### config.mk
export PLATFORM = sky130hd
export DESIGN_NAME = dual_moving_average_hex_telemetry_core
export DESIGN_NICKNAME = d
export VERILOG_FILES = /design/src/dmaht_pkg.sv /design/src/dual_moving_average_hex_telemetry_core.sv /design/src/dmaht_avg.sv /design/src/dmaht_frame.sv
export VERILOG_INCLUDE_DIRS = /design/src /design/src/src
export SDC_FILE = /design/constraint.sdc
export NUM_CORES = 1
export LEC_CHECK = 0
export ABC_AREA = 1
export BUFFER_PORTS_ARGS = -buffer_cell sky130_fd_sc_hd__clkbuf_2
export CAP_MARGIN = 20
export CORE_MARGIN = 3
export CORE_UTILIZATION = 35
export DETAILED_ROUTE_END_ITERATION = 12
export PLACE_DENSITY_LB_ADDON = 0.25
export SYNTH_ARGS = -nofsm -noshare
export SYNTH_HDL_FRONTEND = slang
export SYNTH_HIERARCHICAL = 1
export SYNTH_SLANG_ARGS = --single-unit
### constraint.sdc
create_clock -name i_clk -period 4.1 [get_ports i_clk]
set_input_delay 0.41 -clock i_clk [delete_from_list [all_inputs] [get_ports i_clk]]
set_output_delay 0.41 -clock i_clk [all_outputs]
set_load 0.02 [all_outputs]
### src/dual_moving_average_hex_telemetry_core_macros.svh
// assertion macros shared by the telemetry core modules
// expects a clock named i_clk and an active-low reset named i_rst_n in scope
`ifndef DUAL_MOVING_AVERAGE_HEX_TELEMETRY_CORE_MACROS_SVH
`define DUAL_MOVING_AVERAGE_HEX_TELEMETRY_CORE_MACROS_SVH

// same-cycle implication
`define DMAHT_ASSERT_NOW(label, ante, cons, msg) \
    label: assert property (@(posedge i_clk) disable iff (!i_rst_n) (ante) |-> (cons)) \
        else $error(msg);

// next-cycle implication
`define DMAHT_ASSERT_NEXT(label, ante, cons, msg) \
    label: assert property (@(posedge i_clk) disable iff (!i_rst_n) (ante) |=> (cons)) \
        else $error(msg);

`endif

### src/dmaht_pkg.sv
// shared constants, types and frame byte functions for the telemetry core
// no dependencies
`timescale 1ns / 1ps

package dmaht_pkg;

    localparam int SAMPLE_W   = 16;
    localparam int WIN_DEPTH  = 16;
    localparam int WIN_AW     = $clog2(WIN_DEPTH);
    localparam int SUM_W      = SAMPLE_W + WIN_AW;
    localparam int POS_W      = 4;
    localparam int BYTE_W     = 8;

    localparam logic [POS_W-1:0]  FULL_FRAME  = 4'd10;
    localparam logic [BYTE_W-1:0] CHAR_P      = 8'h50;
    localparam logic [BYTE_W-1:0] CHAR_Q      = 8'h51;
    localparam logic [BYTE_W-1:0] CHAR_ZERO   = 8'h30;
    localparam logic [BYTE_W-1:0] CHAR_LETTER = 8'h37;
    localparam logic [3:0]        NIBBLE_TEN  = 4'd10;

    typedef struct packed {
        logic [SAMPLE_W-1:0] avg0;
        logic [SAMPLE_W-1:0] avg1;
    } t_avg_pair;

    function automatic logic [BYTE_W-1:0] hex_char(input logic [3:0] d);
        logic [BYTE_W-1:0] d_ext;
        d_ext = {4'h0, d};
        if (d < NIBBLE_TEN) begin
            return CHAR_ZERO + d_ext;
        end else begin
            return CHAR_LETTER + d_ext;
        end
    endfunction

    function automatic logic [BYTE_W-1:0] frame_byte(input logic [POS_W-1:0] pos,
                                                     input t_avg_pair avg);
        logic [BYTE_W-1:0] res;
        case (pos)
            4'd0:    res = CHAR_P;
            4'd1:    res = hex_char(avg.avg0[15:12]);
            4'd2:    res = hex_char(avg.avg0[11:8]);
            4'd3:    res = hex_char(avg.avg0[7:4]);
            4'd4:    res = hex_char(avg.avg0[3:0]);
            4'd5:    res = CHAR_Q;
            4'd6:    res = hex_char(avg.avg1[15:12]);
            4'd7:    res = hex_char(avg.avg1[11:8]);
            4'd8:    res = hex_char(avg.avg1[7:4]);
            4'd9:    res = hex_char(avg.avg1[3:0]);
            default: res = CHAR_P;
        endcase
        return res;
    endfunction

endpackage

### src/dual_moving_average_hex_telemetry_core.sv
// top level: dual 16-tap moving average with ascii hex telemetry frames
// depends on dmaht_pkg, dmaht_avg, dmaht_frame
//
//  channel   direction  payload
//  s_axis    in         tdata[15:0] sample_ch0, tdata[31:16] sample_ch1
//  m_axis    out        tdata[7:0] tx_byte, tlast frame_last
//  cfg       in         data[3:0] frame_bytes
//
// one byte leaves per cycle while m_axis is ready; the byte serializer sends
// min(frame_bytes, 10) bytes per item. the average stage holds one finished item, so the
// next sample transfer overlaps the current frame. synchronous reset clears the
// windows through per-entry valid bits. output stalls hold the serializer and
// back-pressure s_axis once the average stage is full.
`timescale 1ns / 1ps

module dual_moving_average_hex_telemetry_core (
    input  logic        i_clk,
    input  logic        i_rst_n,
    input  logic        i_s_axis_tvalid,
    output logic        o_s_axis_tready,
    input  logic [31:0] i_s_axis_tdata,   // sample_ch0, sample_ch1
    output logic        o_m_axis_tvalid,
    input  logic        i_m_axis_tready,
    output logic [7:0]  o_m_axis_tdata,   // tx_byte
    output logic        o_m_axis_tlast,
    input  logic        i_cfg_valid,
    output logic        o_cfg_ready,
    input  logic [3:0]  i_cfg_data        // frame_bytes
);
    import dmaht_pkg::*;

    logic [POS_W-1:0] r_frame_bytes;
    logic [POS_W-1:0] count;
    logic             avg_valid;
    logic             take;
    t_avg_pair        avg;

    assign o_cfg_ready = 1'b1;

    always_ff @(posedge i_clk) begin
        if (!i_rst_n) begin
            r_frame_bytes <= FULL_FRAME;
        end else if (i_cfg_valid) begin
            r_frame_bytes <= i_cfg_data;
        end
    end

    // lengths above a full frame saturate
    assign count = (r_frame_bytes > FULL_FRAME) ? FULL_FRAME : r_frame_bytes;

    dmaht_avg u_avg (
        .i_clk        (i_clk),
        .i_rst_n      (i_rst_n),
        .i_valid      (i_s_axis_tvalid),
        .o_ready      (o_s_axis_tready),
        .i_sample_ch0 (i_s_axis_tdata[15:0]),
        .i_sample_ch1 (i_s_axis_tdata[31:16]),
        .o_avg_valid  (avg_valid),
        .o_avg        (avg),
        .i_take       (take)
    );

    dmaht_frame u_frame (
        .i_clk       (i_clk),
        .i_rst_n     (i_rst_n),
        .i_count     (count),
        .i_avg_valid (avg_valid),
        .i_avg       (avg),
        .o_take      (take),
        .o_valid     (o_m_axis_tvalid),
        .i_ready     (i_m_axis_tready),
        .o_byte      (o_m_axis_tdata),
        .o_last      (o_m_axis_tlast)
    );

endmodule

### src/dmaht_avg.sv
// ring windows, running sums and the registered average pair
// depends on dmaht_pkg and the core assertion macros
`timescale 1ns / 1ps
`include "dual_moving_average_hex_telemetry_core_macros.svh"

module dmaht_avg (
    input  logic                            i_clk,
    input  logic                            i_rst_n,
    input  logic                            i_valid,
    output logic                            o_ready,
    input  logic [dmaht_pkg::SAMPLE_W-1:0]  i_sample_ch0,
    input  logic [dmaht_pkg::SAMPLE_W-1:0]  i_sample_ch1,
    output logic                            o_avg_valid,
    output dmaht_pkg::t_avg_pair            o_avg,
    input  logic                            i_take
);
    import dmaht_pkg::*;

    logic [SAMPLE_W-1:0] r_win0 [WIN_DEPTH];
    logic [SAMPLE_W-1:0] r_win1 [WIN_DEPTH];
    logic [WIN_DEPTH-1:0] r_win_vld;
    logic [SUM_W-1:0]    r_sum0, r_sum1, n_sum0, n_sum1;
    logic [WIN_AW-1:0]   r_cursor, n_cursor;
    logic                r_avg_vld;
    t_avg_pair           r_avg;
    logic [SAMPLE_W-1:0] old0, old1;
    logic                accept;

    assign o_ready = !r_avg_vld || i_take;
    assign accept  = i_valid && o_ready;

    // entries never written since reset read as zero
    assign old0 = r_win_vld[r_cursor] ? r_win0[r_cursor] : '0;
    assign old1 = r_win_vld[r_cursor] ? r_win1[r_cursor] : '0;

    assign n_sum0   = r_sum0 - SUM_W'(old0) + SUM_W'(i_sample_ch0);
    assign n_sum1   = r_sum1 - SUM_W'(old1) + SUM_W'(i_sample_ch1);
    assign n_cursor = (r_cursor == WIN_AW'(WIN_DEPTH - 1)) ? '0 : r_cursor + 1'b1;

    always_ff @(posedge i_clk) begin
        if (!i_rst_n) begin
            r_win_vld <= '0;
            r_sum0    <= '0;
            r_sum1    <= '0;
            r_cursor  <= '0;
            r_avg_vld <= 1'b0;
        end else begin
            if (accept) begin
                r_win_vld[r_cursor] <= 1'b1;
                r_sum0              <= n_sum0;
                r_sum1              <= n_sum1;
                r_cursor            <= n_cursor;
                r_avg_vld           <= 1'b1;
            end else if (i_take) begin
                r_avg_vld <= 1'b0;
            end
        end
    end

    always_ff @(posedge i_clk) begin
        if (accept) begin
            r_win0[r_cursor] <= i_sample_ch0;
            r_win1[r_cursor] <= i_sample_ch1;
            r_avg.avg0       <= n_sum0[SUM_W-1 -: SAMPLE_W];
            r_avg.avg1       <= n_sum1[SUM_W-1 -: SAMPLE_W];
        end
    end

    assign o_avg_valid = r_avg_vld;
    assign o_avg       = r_avg;

    `DMAHT_ASSERT_NOW(a_take_has_data, i_take, r_avg_vld, "average taken while empty")
    `DMAHT_ASSERT_NEXT(a_cursor_wrap, accept && (r_cursor == WIN_AW'(WIN_DEPTH - 1)),
                       r_cursor == '0, "write cursor failed to wrap")
    `DMAHT_ASSERT_NEXT(a_accept_fills, accept, r_avg_vld && r_win_vld[$past(r_cursor)],
                       "accepted sample not held")

endmodule

### src/dmaht_frame.sv
// frame serializer: walks the ascii telemetry frame one byte per transfer
// depends on dmaht_pkg and the core assertion macros
`timescale 1ns / 1ps
`include "dual_moving_average_hex_telemetry_core_macros.svh"

module dmaht_frame (
    input  logic                                i_clk,
    input  logic                                i_rst_n,
    input  logic [dmaht_pkg::POS_W-1:0]         i_count,
    input  logic                                i_avg_valid,
    input  dmaht_pkg::t_avg_pair                i_avg,
    output logic                                o_take,
    output logic                                o_valid,
    input  logic                                i_ready,
    output logic [dmaht_pkg::BYTE_W-1:0]        o_byte,
    output logic                                o_last
);
    import dmaht_pkg::*;

    logic             r_busy;
    logic [POS_W-1:0] r_pos;
    logic [POS_W-1:0] r_cnt;
    t_avg_pair        r_avg;
    logic             xfer;
    logic             last;

    assign last    = (r_pos == r_cnt - 1'b1);
    assign xfer    = r_busy && i_ready;
    assign o_take  = i_avg_valid && (!r_busy || (xfer && last));

    always_ff @(posedge i_clk) begin
        if (!i_rst_n) begin
            r_busy <= 1'b0;
            r_pos  <= '0;
        end else begin
            if (o_take) begin
                r_busy <= (i_count != '0);
                r_pos  <= '0;
            end else if (xfer) begin
                if (last) begin
                    r_busy <= 1'b0;
                end
                r_pos <= r_pos + 1'b1;
            end
        end
    end

    always_ff @(posedge i_clk) begin
        if (o_take) begin
            r_avg <= i_avg;
            r_cnt <= i_count;
        end
    end

    assign o_valid = r_busy;
    assign o_byte  = frame_byte(r_pos, r_avg);
    assign o_last  = last;

    `DMAHT_ASSERT_NOW(a_pos_in_frame, r_busy, r_pos < r_cnt, "byte position past frame")
    `DMAHT_ASSERT_NEXT(a_frame_ends, xfer && last && !o_take, !r_busy,
                       "serializer busy after last byte")
    `DMAHT_ASSERT_NEXT(a_frame_starts, o_take && (i_count != '0), r_busy && (r_pos == '0),
                       "new frame did not start at first byte")

endmodule

==> impl_metrics.json <==
{
  "status": "completed",
  "pin_count": 53,
  "grt_antenna_before_repair": 1,
  "p_per_area_mw_per_mm2": 557,
  "clkPwrFrac": 0.353,
  "routabilityCongestion": 0.859,
  "rsz0062_at_grt": "false",
  "r2r-end": "u_avg/o_avg[12]$_DFFE_PP_",
  "std_cell_rows": 106,
  "slew_headroom": 0.510,
  "gr-total-overflow": 0,
  "worst_ep_arrival_time_ps": 4120,
  "wl_per_cell_um": 18.8,
  "vdd_drop_max_mv": 0.339,
  "p_int_w": 0.0133,
  "cp-end-kind": "register",
  "grt_util_met1": 0.249,
  "power_switching_w": 0.00585,
  "leakagePower_nw": 13.2,
  "via_count": 20415,
  "critPathMaxStageDelay_ps": 500,
  "die_h_um": 298,
  "synth.yosys.seq_area_share": 0.633,
  "portBuffers": 50,
  "postRouteAntennaNets": 0,
  "gr-usage-met3": 0.0309,
  "synth_fp_nets": 3032,
  "finalSetupViolCount": 0,
  "synth-main-ff-cell": "edfxtp_1",
  "min_from": "i_cfg_data[2]",
  "path_cells": "buf_4 -> inv_2 -> o21ai_0 -> o22ai_1 -> nand2_1 -> nand4_1 -> buf_4 -> nand2_1 -> inv_1 -> fa_1 -> inv_1 -> fa_1 -> nand3_1 -> nand3_1 -> nand2_1 -> nand2_1 -> nand2_1 -> nand2_1 -> nand2_1 -> nand2_1",
  "netlist_area_sq_mm": 0.0299,
  "cts_sinks": 654,
  "nets": 3109,
  "cts_setup_buffers": 0,
  "fin_crit_sh": 0.923,
  "clock_latency_ps": 630,
  "core_sq_mm": 0.0841,
  "avgSynthCellArea_sq_um": 10.3,
  "slew_viol_final": 0,
  "synthToLayoutAreaGrowth_pct": 15.1,
  "synth_cells": 2902,
  "startpoint": "u_avg/r_cursor[0]$_SDFFE_PN0P_",
  "fp.dieArea_sq_mm": 0.0889,
  "yosysWarnings": 6,
  "min_path_type": "in -> reg",
  "die_x_um": 298,
  "htreeDepth": 3,
  "ys_ff_latch": 654,
  "required_ps": 4440,
  "crit_path_start_kind": "register",
  "critPathCapture": "u_avg/o_avg[12]$_DFFE_PP_",
  "worstReg2RegStart": "u_avg/r_cursor[0]$_SDFFE_PN0P_",
  "tightest_slew_ps": 735,
  "cts-buffers-inserted": 75,
  "clk_pin_slew_ps": 60,
  "drt_pre_antenna_iters": 6,
  "p_comb_frac": 0.230,
  "tritoncts": "yes",
  "dpl_worst_slack_ps": 320,
  "cp_num_cells": 20,
  "ff2ff_path_depth": 20,
  "ys_types": 42,
  "cap_violations": 0,
  "grt_pass1_vias": 19736,
  "grt_start_max_net_pins": 85,
  "crit_family": "simple AND/OR/NAND/NOR gates",
  "grt_pass1_wl_um": 121000,
  "diodes": 0,
  "critical_path.max_fanout": 13,
  "crit_type": "reg -> reg",
  "ctsLongestPathBuffers": 3,
  "crit_top_cell": "nand2_1",
  "fin_crit_ps": 3780,
  "clockRootBuffer": "clkbuf_16",
  "viasPerCell": 4.89,
  "grt_use_met2": 0.272,
  "route.detailed.drc": 0,
  "synth_edf_count": 580,
  "cp_slowest_cell": "fa_1",
  "design_power_total_w": 0.0192,
  "drt_wl_total_um": 78500,
  "drt_iter0_drc": 1716,
  "clock_skew_ps": 43.8,
  "setup_slack_ps": 317,
  "reg2reg_slack_ps": 320,
  "timing.fmax_mhz": 264,
  "initial_core_util": 0.355,
  "async_reset_ff_frac": 0,
  "drive_above_1_share": 0.0888,
  "hold_viol_final": 0,
  "netSwitchingFraction": 0.305,
  "cp_num_buf_inv": 5,
  "grtUsageTotal": 0.175,
  "p_seq_frac": 0.417,
  "hpwl_um": 48000,
  "top_usage_layer": "met2"
}
## cell families after synthesis
| logic type | Yosys count | synth area share |
|---|---|---|
| AOI/OAI and AO/OA | 557 | 0.103 |
| xor gates and xnor gates | 23 | 0.00674 |
| adders and majority gates | 89 | 0.0453 |
| buffers and inverters | 460 | 0.0621 |
| DFF | 654 | 0.633 |
| muxes | 1 | 0.000377 |
| other | 2 | 0.000251 |
| and+or+nand+nor | 1116 | 0.150 |
## power groups by stage
stage	Clock, W	Combinational (W)	Sequential, W
2_1_floorplan	0	0.00314	0.00807
4_1_cts	0.00692	0.00442	0.00800
6_report	0.00676	0.00440	0.00799
3_3_place_gp	0	0.00438	0.00813
5_1_grt	0.00717	0.00504	0.00803
3_5_place_dp	0	0.00440	0.00814
## layout by cell type (no fill, tap or decap), types with 3 or more instances in the layout
cell type / count
clkinv_1: 19
clkbuf_16: 77
and2_1: 4
o21ai_1: 108
nand4_1: 8
nand2_1: 404
clkinvlp_4: 4
clkinv_2: 6
dfxtp_1: 69
buf_12: 18
o211ai_1: 78
clkbuf_2: 50
nor2_4: 18
bufinv_16: 9
nor3_1: 7
buf_4: 56
a21oi_1: 74
nand3_1: 164
o21a_1: 14
ha_1: 57
nor2_2: 3
o21ai_2: 3
a31oi_1: 3
inv_1: 324
o22ai_1: 9
dfxtp_4: 3
edfxtp_1: 580
inv_2: 6
fa_1: 32
nor2_1: 502
o21bai_1: 4
o21ai_0: 259
xor2_1: 21
clkbuf_1: 15
## through the flow
| step | hold slack (ps) | utilization | TNS (ps) | instance area [sq um] | std cells |
|---|---|---|---|---|---|
| finish | 43.1 | 0.409 | 0 | 34400 | 4173 |
| floorplan | 400 | - | -211750 | 29900 | 2902 |
| global route | 55.3 | 0.409 | 0 | 34400 | 4173 |
| CTS | 6.36 | 0.409 | 0 | 34400 | 4173 |
| detailed placement | 405 | 0.379 | 0 | 31900 | 4034 |
| global placement | 402 | 0.379 | 0 | 31900 | 4034 |
## metal layers
metal  vias up  wire length (um)
met5         -                 0
met4         0              2350
met3       131              4040
met2       460             35100
met1      9826             37000
li1       9998                 -
## worst reg2reg max path: cells and delay by family, from the launching register on
kind                     cells  cell delay, ps
AND/OR/NAND/NOR             11            1190
adder cells (fa/ha/maj)      2             990
buffers and inverters        5             770
flip-flops                   1             310
AO/OA/AOI/OAI                2             270
## sequential cells by signal, summed over array words and instances, names as in the netlist, named ones only
name and flops:
u_avg/o_avg_valid 1, u_avg/r_sum1 20, u_frame/r_pos 4, u_frame/r_avg 32, u_avg/r_win1 256, r_frame_bytes 4
u_avg/o_avg 32, u_frame/r_cnt 4, u_avg/r_sum0 20, u_frame/o_valid 1, u_avg/r_win0 256, u_avg/r_cursor 4
u_avg/r_win_vld 16
## layout make-up
class | instances | area, sq um
well taps | 1134 | 1420
repair buffers | 128 | 1070
multi-input cells | 1788 | 9240
clock inverters | 44 | 485
inverters | 332 | 1250
flip-flops and latches | 654 | 18900
clock buffers | 93 | 2000
fillers | 8200 | 49700
## worst min-delay path by stage
stage	endpoint	slack (ps)	depth (start not counted)
6_report	r_frame_bytes[2]$_SDFFE_PN0P_	40	3
5_1_grt	u_avg/o_avg_valid$_SDFFE_PN0P_	60	3
4_1_cts	r_frame_bytes[2]$_SDFFE_PN0P_	6	3
3_5_place_dp	u_frame/r_avg[14]$_DFFE_PP_	400	0
3_3_place_gp	u_frame/r_avg[5]$_DFFE_PP_	400	0
2_1_floorplan	u_frame/r_avg[0]$_DFFE_PP_	400	0
## cell usage after synthesis (all sizes together) (2+ instances only)
cell | instances | area [sq um]
a21o | 2 | 15.0
a21oi | 74 | 370
a31oi | 3 | 18.8
and2 | 4 | 25.0
and3 | 2 | 13.8
buf | 52 | 324
clkbuf | 76 | 285
clkinv | 2 | 7.51
conb | 2 | 7.51
dfxtp | 74 | 1480
edfxtp | 580 | 17400
fa | 32 | 641
ha | 57 | 713
inv | 330 | 1240
nand2 | 406 | 1530
nand3 | 164 | 821
nand4 | 8 | 50.1
nor2 | 523 | 1990
nor3 | 7 | 35.0
o211ai | 78 | 586
o21a | 14 | 105
o21ai | 370 | 1860
o21bai | 4 | 30.0
o22ai | 9 | 56.3
xnor2 | 2 | 17.5
xor2 | 21 | 184
## timing repair
action / in CTS / in global routing
endpoints found under the hold margin: 2 / 0
hold buffers: 2 / 0
setup endpoints to repair: 0 / 7
gates resized for setup: 0 / 3
No activity file was read; power rests on OpenSTA's default activity.
